==> src/dkeq_pkg.sv <==
package dkeq_pkg;

  // Fixed field widths
  localparam int KEY_W      = 9;
  localparam int FILL_W     = 7;
  localparam int DEBOUNCE_W = 16;
  localparam int IDX_W      = 8;

  // Defaults for the top-level parameters
  localparam int DEF_QUEUE_DEPTH = 128;
  localparam int DEF_NUM_BUTTONS = 3;

  // Debounce setting after reset
  localparam logic [DEBOUNCE_W-1:0] DEBOUNCE_RESET = 16'd5;

  // Request operations
  typedef enum logic [1:0] {
    OP_TICK = 2'd0,
    OP_EDGE = 2'd1,
    OP_READ = 2'd2,
    OP_RSVD = 2'd3
  } req_op_t;

endpackage

==> src/dkeq_ram.sv <==
module dkeq_ram #(
  parameter int WIDTH = 9,
  parameter int DEPTH = 128
) (
  input  logic                     clk,
  input  logic                     we,
  input  logic [$clog2(DEPTH)-1:0] waddr,
  input  logic [WIDTH-1:0]         wdata,
  input  logic [$clog2(DEPTH)-1:0] raddr,
  output logic [WIDTH-1:0]         rdata
);

  logic [WIDTH-1:0] mem [DEPTH];
  logic [WIDTH-1:0] rdata_r;

  // One write port, one registered read port (old data on collision)
  always_ff @(posedge clk) begin
    if (we) begin
      mem[waddr] <= wdata;
    end
    rdata_r <= mem[raddr];
  end

  assign rdata = rdata_r;

endmodule

==> src/debounced_key_event_queue.sv <==
// Debounced key event queue.
// Input channel (in_*): one request per accepted beat. in_tuser carries the
// operation (tick, edge on a button, read oldest event); in_tdata carries the
// button index and the current pin levels. Ticks and edges produce no result.
// Result channel (out_*): one beat per read request with the key code, the
// fill count after the read, and an empty flag in out_tuser.
// Configuration (cfg_*): APB port, register 0 at address 0 holds the debounce
// setting in ticks (reset value 5). pready is always high.
// Throughput: one request per cycle. A tick on which several buttons expire
// pushes one event per cycle through the single write port of the queue
// memory, so it holds in_tready low until the expiries beyond the first are
// pushed. A read result is registered in the output register in the cycle after
// the request is accepted.
// Reset clears the countdowns, the queue pointers and the output valid flag;
// the queue memory and the result data are not cleared. While out_tready is
// low and a result is held, in_tready is low as well and no request is taken.
module debounced_key_event_queue
  import dkeq_pkg::*;
#(
  parameter int QUEUE_DEPTH = DEF_QUEUE_DEPTH,
  parameter int NUM_BUTTONS = DEF_NUM_BUTTONS
) (
  input  logic        clk,
  input  logic        rst_n,
  // request channel
  input  logic        in_tvalid,
  output logic        in_tready,
  input  logic [7:0]  in_tdata,   // [1:0] button_index, [4:2] pin_levels
  input  logic [1:0]  in_tuser,   // [1:0] operation
  // result channel
  output logic        out_tvalid,
  input  logic        out_tready,
  output logic [15:0] out_tdata,  // [8:0] key_code, [15:9] fill_count
  output logic        out_tuser,  // [0] was_empty
  // configuration
  input  logic        cfg_psel,
  input  logic        cfg_penable,
  input  logic        cfg_pwrite,
  input  logic [2:0]  cfg_paddr,
  input  logic [31:0] cfg_pwdata,
  output logic [31:0] cfg_prdata,
  output logic        cfg_pready
);

  localparam int AW = $clog2(QUEUE_DEPTH);

  localparam logic CFG_REG_DEBOUNCE = 1'b0;

  // ---------------------------------------------------------------------------
  // Configuration register
  // ---------------------------------------------------------------------------
  logic [DEBOUNCE_W-1:0] debounce_r;
  logic                  cfg_wr;

  assign cfg_pready = 1'b1;
  assign cfg_wr     = cfg_psel && cfg_penable && cfg_pwrite && cfg_pready;

  always_ff @(posedge clk) begin
    if (!rst_n) begin
      debounce_r <= DEBOUNCE_RESET;
    end else if (cfg_wr && cfg_paddr[2] == CFG_REG_DEBOUNCE) begin
      debounce_r <= cfg_pwdata[DEBOUNCE_W-1:0];
    end
  end

  assign cfg_prdata = (cfg_paddr[2] == CFG_REG_DEBOUNCE) ?
                      32'(debounce_r) : 32'd0;

  // ---------------------------------------------------------------------------
  // Request decode
  // ---------------------------------------------------------------------------
  logic [1:0]           in_op;
  logic [1:0]           in_btn;
  logic [IDX_W-1:0]     in_pins;
  logic                 in_acc;
  logic                 acc_tick;
  logic                 acc_edge;
  logic                 acc_read;
  logic [NUM_BUTTONS-1:0] pend_r;
  logic [NUM_BUTTONS-1:0] pend_nxt;
  logic                 out_tvalid_r;
  logic                 out_free;

  assign in_op   = in_tuser;
  assign in_btn  = in_tdata[1:0];
  assign in_pins = IDX_W'(in_tdata[4:2]);

  assign out_free  = !out_tvalid_r || out_tready;
  assign in_tready = (pend_r == '0) && out_free;
  assign in_acc    = in_tvalid && in_tready;
  assign acc_tick  = in_acc && (in_op == OP_TICK);
  assign acc_edge  = in_acc && (in_op == OP_EDGE);
  assign acc_read  = in_acc && (in_op == OP_READ);

  // ---------------------------------------------------------------------------
  // Countdowns
  // ---------------------------------------------------------------------------
  logic [DEBOUNCE_W-1:0]  cnt_r   [NUM_BUTTONS];
  logic [DEBOUNCE_W-1:0]  cnt_nxt [NUM_BUTTONS];
  logic [NUM_BUTTONS-1:0] run_r;
  logic [NUM_BUTTONS-1:0] run_nxt;
  logic [NUM_BUTTONS-1:0] expire;
  logic [DEBOUNCE_W-1:0]  load_val;
  logic [DEBOUNCE_W-1:0]  dec;

  // A zero setting behaves as one tick
  assign load_val = (debounce_r == '0) ? DEBOUNCE_W'(1) : debounce_r;

  always_comb begin
    dec = '0;
    for (int i = 0; i < NUM_BUTTONS; i++) begin
      cnt_nxt[i] = cnt_r[i];
      run_nxt[i] = run_r[i];
      expire[i]  = 1'b0;
      dec        = (cnt_r[i] != '0) ? cnt_r[i] - 1'b1 : cnt_r[i];
      if (acc_tick && run_r[i]) begin
        cnt_nxt[i] = dec;
        if (dec == '0) begin
          run_nxt[i] = 1'b0;
          expire[i]  = 1'b1;
        end
      end
      if (acc_edge && int'(in_btn) == i) begin
        cnt_nxt[i] = load_val;
        run_nxt[i] = 1'b1;
      end
    end
  end

  always_ff @(posedge clk) begin
    if (!rst_n) begin
      run_r <= '0;
      for (int i = 0; i < NUM_BUTTONS; i++) begin
        cnt_r[i] <= '0;
      end
    end else begin
      run_r <= run_nxt;
      for (int i = 0; i < NUM_BUTTONS; i++) begin
        cnt_r[i] <= cnt_nxt[i];
      end
    end
  end

  // ---------------------------------------------------------------------------
  // Push selection: lowest expiring button first, the rest held pending
  // ---------------------------------------------------------------------------
  logic [IDX_W-1:0]       pins_r;
  logic [IDX_W-1:0]       push_pins;
  logic [NUM_BUTTONS-1:0] push_mask;
  logic [IDX_W-1:0]       push_idx;
  logic                   push_found;
  logic [KEY_W-1:0]       push_code;

  assign push_mask = (pend_r != '0) ? pend_r : expire;
  assign push_pins = (pend_r != '0) ? pins_r : in_pins;

  always_comb begin
    push_idx   = '0;
    push_found = 1'b0;
    for (int i = NUM_BUTTONS - 1; i >= 0; i--) begin
      if (push_mask[i]) begin
        push_idx   = IDX_W'(i);
        push_found = 1'b1;
      end
    end
    pend_nxt = push_mask;
    if (push_found) begin
      pend_nxt[push_idx[$clog2(NUM_BUTTONS+1)-1:0]] = 1'b0;
    end
  end

  assign push_code = {push_pins[push_idx[2:0]], push_idx};

  always_ff @(posedge clk) begin
    if (!rst_n) begin
      pend_r <= '0;
    end else begin
      pend_r <= pend_nxt;
    end
  end

  // Keep pin levels of the tick for the held pushes
  always_ff @(posedge clk) begin
    if (acc_tick) begin
      pins_r <= in_pins;
    end
  end

  // ---------------------------------------------------------------------------
  // Ring pointers
  // ---------------------------------------------------------------------------
  logic [AW-1:0] wptr_r;
  logic [AW-1:0] wptr_nxt;
  logic [AW-1:0] rptr_r;
  logic [AW-1:0] rptr_nxt;
  logic [AW-1:0] wptr_inc;
  logic [AW-1:0] rptr_inc;
  logic          q_full;
  logic          q_empty;
  logic          push_en;
  logic          pop_en;

  assign wptr_inc = (wptr_r == AW'(QUEUE_DEPTH - 1)) ? '0 : wptr_r + 1'b1;
  assign rptr_inc = (rptr_r == AW'(QUEUE_DEPTH - 1)) ? '0 : rptr_r + 1'b1;
  assign q_full   = (wptr_inc == rptr_r);
  assign q_empty  = (wptr_r == rptr_r);

  // Drop a push into a full queue
  assign push_en  = push_found && !q_full;
  assign pop_en   = acc_read && !q_empty;
  assign wptr_nxt = push_en ? wptr_inc : wptr_r;
  assign rptr_nxt = pop_en ? rptr_inc : rptr_r;

  always_ff @(posedge clk) begin
    if (!rst_n) begin
      wptr_r <= '0;
      rptr_r <= '0;
    end else begin
      wptr_r <= wptr_nxt;
      rptr_r <= rptr_nxt;
    end
  end

  // ---------------------------------------------------------------------------
  // Event store; the head entry is prefetched every cycle
  // ---------------------------------------------------------------------------
  logic [KEY_W-1:0] ram_rdata;
  logic             byp_r;
  logic [KEY_W-1:0] byp_data_r;
  logic [KEY_W-1:0] head_code;

  dkeq_ram #(
    .WIDTH (KEY_W),
    .DEPTH (QUEUE_DEPTH)
  ) u_store (
    .clk   (clk),
    .we    (push_en),
    .waddr (wptr_r),
    .wdata (push_code),
    .raddr (rptr_nxt),
    .rdata (ram_rdata)
  );

  // Forward a write that lands on the head being fetched
  always_ff @(posedge clk) begin
    if (!rst_n) begin
      byp_r <= 1'b0;
    end else begin
      byp_r <= push_en && (wptr_r == rptr_nxt);
    end
  end

  always_ff @(posedge clk) begin
    byp_data_r <= push_code;
  end

  assign head_code = byp_r ? byp_data_r : ram_rdata;

  // ---------------------------------------------------------------------------
  // Result register
  // ---------------------------------------------------------------------------
  logic [AW:0]       fill_diff;
  logic [KEY_W-1:0]  key_r;
  logic [FILL_W-1:0] fill_r;
  logic              empty_r;

  assign fill_diff = (wptr_r >= rptr_nxt) ?
                     {1'b0, wptr_r} - {1'b0, rptr_nxt} :
                     {1'b0, wptr_r} + (AW+1)'(QUEUE_DEPTH) - {1'b0, rptr_nxt};

  always_ff @(posedge clk) begin
    if (!rst_n) begin
      out_tvalid_r <= 1'b0;
    end else if (acc_read) begin
      out_tvalid_r <= 1'b1;
    end else if (out_tready) begin
      out_tvalid_r <= 1'b0;
    end
  end

  // Capture the result of a read request
  always_ff @(posedge clk) begin
    if (acc_read) begin
      key_r   <= q_empty ? '0 : head_code;
      empty_r <= q_empty;
      fill_r  <= FILL_W'(fill_diff);
    end
  end

  assign out_tvalid = out_tvalid_r;
  assign out_tdata  = {fill_r, key_r};
  assign out_tuser  = empty_r;

endmodule

==> config.mk <==
export PLATFORM = sky130hd
export DESIGN_NAME = debounced_key_event_queue
export DESIGN_NICKNAME = d
export VERILOG_FILES = /design/src/dkeq_pkg.sv /design/src/dkeq_ram.sv /design/src/debounced_key_event_queue.sv
export SDC_FILE = /design/constraint.sdc
export NUM_CORES = 1
export LEC_CHECK = 0
export BUFFER_PORTS_ARGS = -buffer_cell sky130_fd_sc_hd__buf_2
export CORE_MARGIN = 2
export CORE_UTILIZATION = 49
export CTS_BUF_LIST = sky130_fd_sc_hd__clkbuf_8
export CTS_CLUSTER_DIAMETER = 60
export CTS_CLUSTER_SIZE = 16
export DETAILED_ROUTE_END_ITERATION = 8
export PLACE_DENSITY_LB_ADDON = 0.05
export SETUP_SLACK_MARGIN = 0.4
export SLEW_MARGIN = 20
export SYNTH_ARGS = -nofsm -noshare
export SYNTH_HDL_FRONTEND = slang
export SYNTH_SLANG_ARGS = --single-unit
export TNS_END_PERCENT = 30
==> constraint.sdc <==
create_clock -name clk -period 11 [get_ports clk]
set_input_delay 0.55 -clock clk [delete_from_list [all_inputs] [get_ports clk]]
set_output_delay 0.55 -clock clk [all_outputs]
set_load 0.01 [all_outputs]
==> impl_metrics.yaml <==
outcome:
  status: "completed"
clocking:
  ctsHtreeMaxLevel: 2
  post-cts-setup-buffers: 0
  clk_latency_ps: 650
  cts-root-buf: "clkbuf_8"
  cts_buffer_depth: 3
  cts_inserted_buffers: 41
  postCtsHoldBufs: 0
  cts_sinks: 490
  path_clk_slew_ps: 100
  cts_tree: "done"
  ctsResizeCount: 0
route:
  via_per_inst: 5.96
  postRouteWirelength_um: 60000
  detail-route-antenna-nets: 0
  drt-pass1-iter-count: 7
  drtIter0Drc: 1694
  vias: 15947
  drc: 0
  wl_per_cell_um: 22.5
final_layout:
  final_common_cell: "edfxtp_1"
  drive_gt1_frac: 0.0911
  mostFrequentLayoutCells: "edfxtp_1, nand2_1, nor2_1"
  final_nets: 2109
  diodes: 0
  area_delta_synth_final_pct: 6.62
worst_setup_path:
  critPathMaxFanout: 53
  path_cells: "or4b_1, or3_1, inv_1, o211ai_1, mux2_4, inv_2, buf_4, nor2_1, a32oi_1, a31oi_1, o41ai_1, o211ai_1"
  worst-path-buf-inv: 3
  crit_slowest_cell: "buf_4"
  start_kind: "flip-flop"
  critPathTopFamily: "buffers and inverters"
  cp.required_ps: 11500
  r2r-end: "u_store.rdata[1]"
  r2r_slack_ps: 5560
  reg2reg_from: "pend_r[1]"
  cp-end-kind: "flip-flop"
  critPathKind: "flip-flop to flip-flop"
  cpMostUsedCell: "o211ai_1"
  reg2regPathDepth: 12
  critical_path.max_stage_delay_ps: 670
  worstPathArrival_ps: 5940
pwr:
  clock_power_share: 0.321
  powerDensity_mw_per_mm2: 132
  netSwitchingFraction: 0.236
  pwr-share-seq: 0.634
  ir_worst_vdd_mv: 0.0855
  leakage_uw: 0.00842
  switching_power_uw: 748
  p_int_uw: 2420
  p_comb_frac: 0.045
die:
  die_y_um: 218
  io_pins: 104
  num_rows: 78
  die_width_um: 218
  coreArea_mm2: 0.0453
  dieArea_mm2: 0.0475
  initial_core_util: 0.496
synthesis:
  netlist_instances: 2028
  ys_types: 85
  async_flop_share: 0
  synth_top_cell_area_share: 0.533
  syn_area_per_cell_um2: 11.1
  synth_area_leaders: "edfxtp_1, dfxtp_1, nand2_1, mux2i_1, nor2_1"
  synth_edf_count: 398
  synth_area_leader_cell: "edfxtp_1"
  ys_warn_count: 0
  synth.cell_area_mm2: 0.0224
  ys.flop_type: "edfxtp_1"
  ys_seq_area_frac: 0.615
  synth_seq_cells: 490
sta:
  slew_headroom: 0.259
  tightest_slew_ps: 1110
  fmax_mhz: 184
  finalHoldViolCount: 0
  finalSetupTns_ps: 0
  rsz0062_at_grt: "no"
  timing.hold.ws_ps: 105
  drv_slew: 0
  layout_min_cycle_time_ps: 5440
  setup_violations: 0
  fin_skew_ps: 46.1
  period_share: 0.495
global_route:
  grt_max_degree: 87
  grt_pass1_wl_um: 91400
  antenna_found_initial: 1
  grt_pass1_vias: 15224
  overflow: 0
  grt.total_usage: 0.253
worst_hold_path:
  hold_end: "pins_r[2]"
  holdPathStages: 1
  hold_class: "input pin to flip-flop"
  hold_path_startpoint: "in_tdata[4]"
placed_design:
  portBuffers: 59
  place_congestion: 0.931
  post-dp-hpwl_um: 37000
run:
  max_cap_violations: 0
-- through the flow --
| stage | worst slack (ps) | power, µW | utilization | cell area (µm²) | cells |
|---|---|---|---|---|---|
| 4_1_cts | 5470 | 3200 | 0.528 | 23900 | 2674 |
| 2_1_floorplan | 1100 | 2150 | - | 22500 | 2050 |
| 3_5_place_dp | 5360 | 2200 | 0.512 | 23200 | 2602 |
| 6_report | 5560 | 3170 | 0.528 | 23900 | 2674 |
| 3_3_place_gp | 5450 | 2200 | 0.512 | 23200 | 2602 |
| 5_1_grt | 5320 | 3270 | 0.528 | 23900 | 2674 |
-- registers in the layout (all words and copies together), names as in the netlist --
register       flops
pend_r             3
pins_r             3
out_tvalid         1
fill_r             7
u_store.mem      384
byp_r              1
out_tuser          1
u_store.rdata      3
debounce_r        16
byp_data_r         3
wptr_r             7
rptr_r             7
cnt_r             48
key_r              3
run_r              3
-- synth_stat cells, types with 16 or more instances --
| cell type | instances |
|---|---|
| edfxtp_1 | 398 |
| nand2_1 | 319 |
| nor2_1 | 218 |
| nand3_1 | 133 |
| a21oi_1 | 111 |
| mux2i_1 | 98 |
| dfxtp_1 | 92 |
| clkbuf_1 | 61 |
| nor3_1 | 45 |
| o21ai_0 | 40 |
| a21boi_0 | 35 |
| nor2b_1 | 32 |
| buf_2 | 31 |
| inv_1 | 28 |
| buf_4 | 26 |
| a32oi_1 | 19 |
| nor4_1 | 19 |
| and2_1 | 18 |
| a221oi_1 | 17 |
| buf_1 | 17 |
| xnor2_1 | 17 |
| or3_1 | 16 |
-- power by group through the flow --
stage | logic [µW] | registers (µW) | clock network [µW]
4_1_cts | 144 | 2010 | 1040
6_report | 144 | 2010 | 1020
2_1_floorplan | 102 | 2050 | 0
3_3_place_gp | 143 | 2050 | 0
3_5_place_dp | 144 | 2050 | 0
5_1_grt | 157 | 2010 | 1100
-- how the worst max path moves through the flow --
stage                                    to    startpoint  slack (ps)  cells after the start
final                      u_store.rdata[1]     pend_r[1]        5560                     12
after global routing       u_store.rdata[1]     pend_r[1]        5320                     12
after detailed placement   u_store.rdata[1]   in_tuser[1]        5360                     13
after CTS                  u_store.rdata[1]     pend_r[1]        5470                     12
after global placement     u_store.rdata[1]   in_tuser[1]        5450                     13
after floorplan           u_store.mem[0][8]  cnt_r[0][16]        1100                     11
-- layout make-up --
| cell class | instances | area [µm²] |
|---|---|---|
| fill | 4067 | 21400 |
| sequential | 490 | 13800 |
| multi-input combinational | 1388 | 7960 |
| tap | 600 | 751 |
| clock buffer | 43 | 592 |
| timing repair buffer | 92 | 543 |
| clock inverter | 29 | 166 |
| inverter | 32 | 125 |
-- per-layer routing --
layer  up-vias  global-route usage  wire (µm)
li1       7426                   -          -
met1      7840               0.354      26500
met2       566               0.403      27900
met3       115              0.0321       3670
met4         0              0.0975       1990
met5         -                   0          0
-- kinds of logic (layout without fill, tap and decap cells) --
kind of cell               Yosys count  in the layout  share of synthesized area
other                                2             24                   0.000335
adders and majority gates           12             12                    0.00702
buffers and inverters              172            196                     0.0369
muxes                              103            103                     0.0462
and+or+nand+nor                    879            879                      0.180
AOI/OAI and AO/OA                  338            338                      0.103
xor gates and xnor gates            32             32                     0.0125
DFF                                490            490                      0.615
-- worst reg2reg max path, cell delays in order (launching register included) --
cell and delay (ps):
dfxtp_1 410, or4b_1 590, or3_1 410, inv_1 410, o211ai_1 160, mux2_4 540, inv_2 470, buf_4 680
nor2_1 360, a32oi_1 300, a31oi_1 160, o41ai_1 620, o211ai_1 190
No activity file was read; power rests on OpenSTA's default activity.
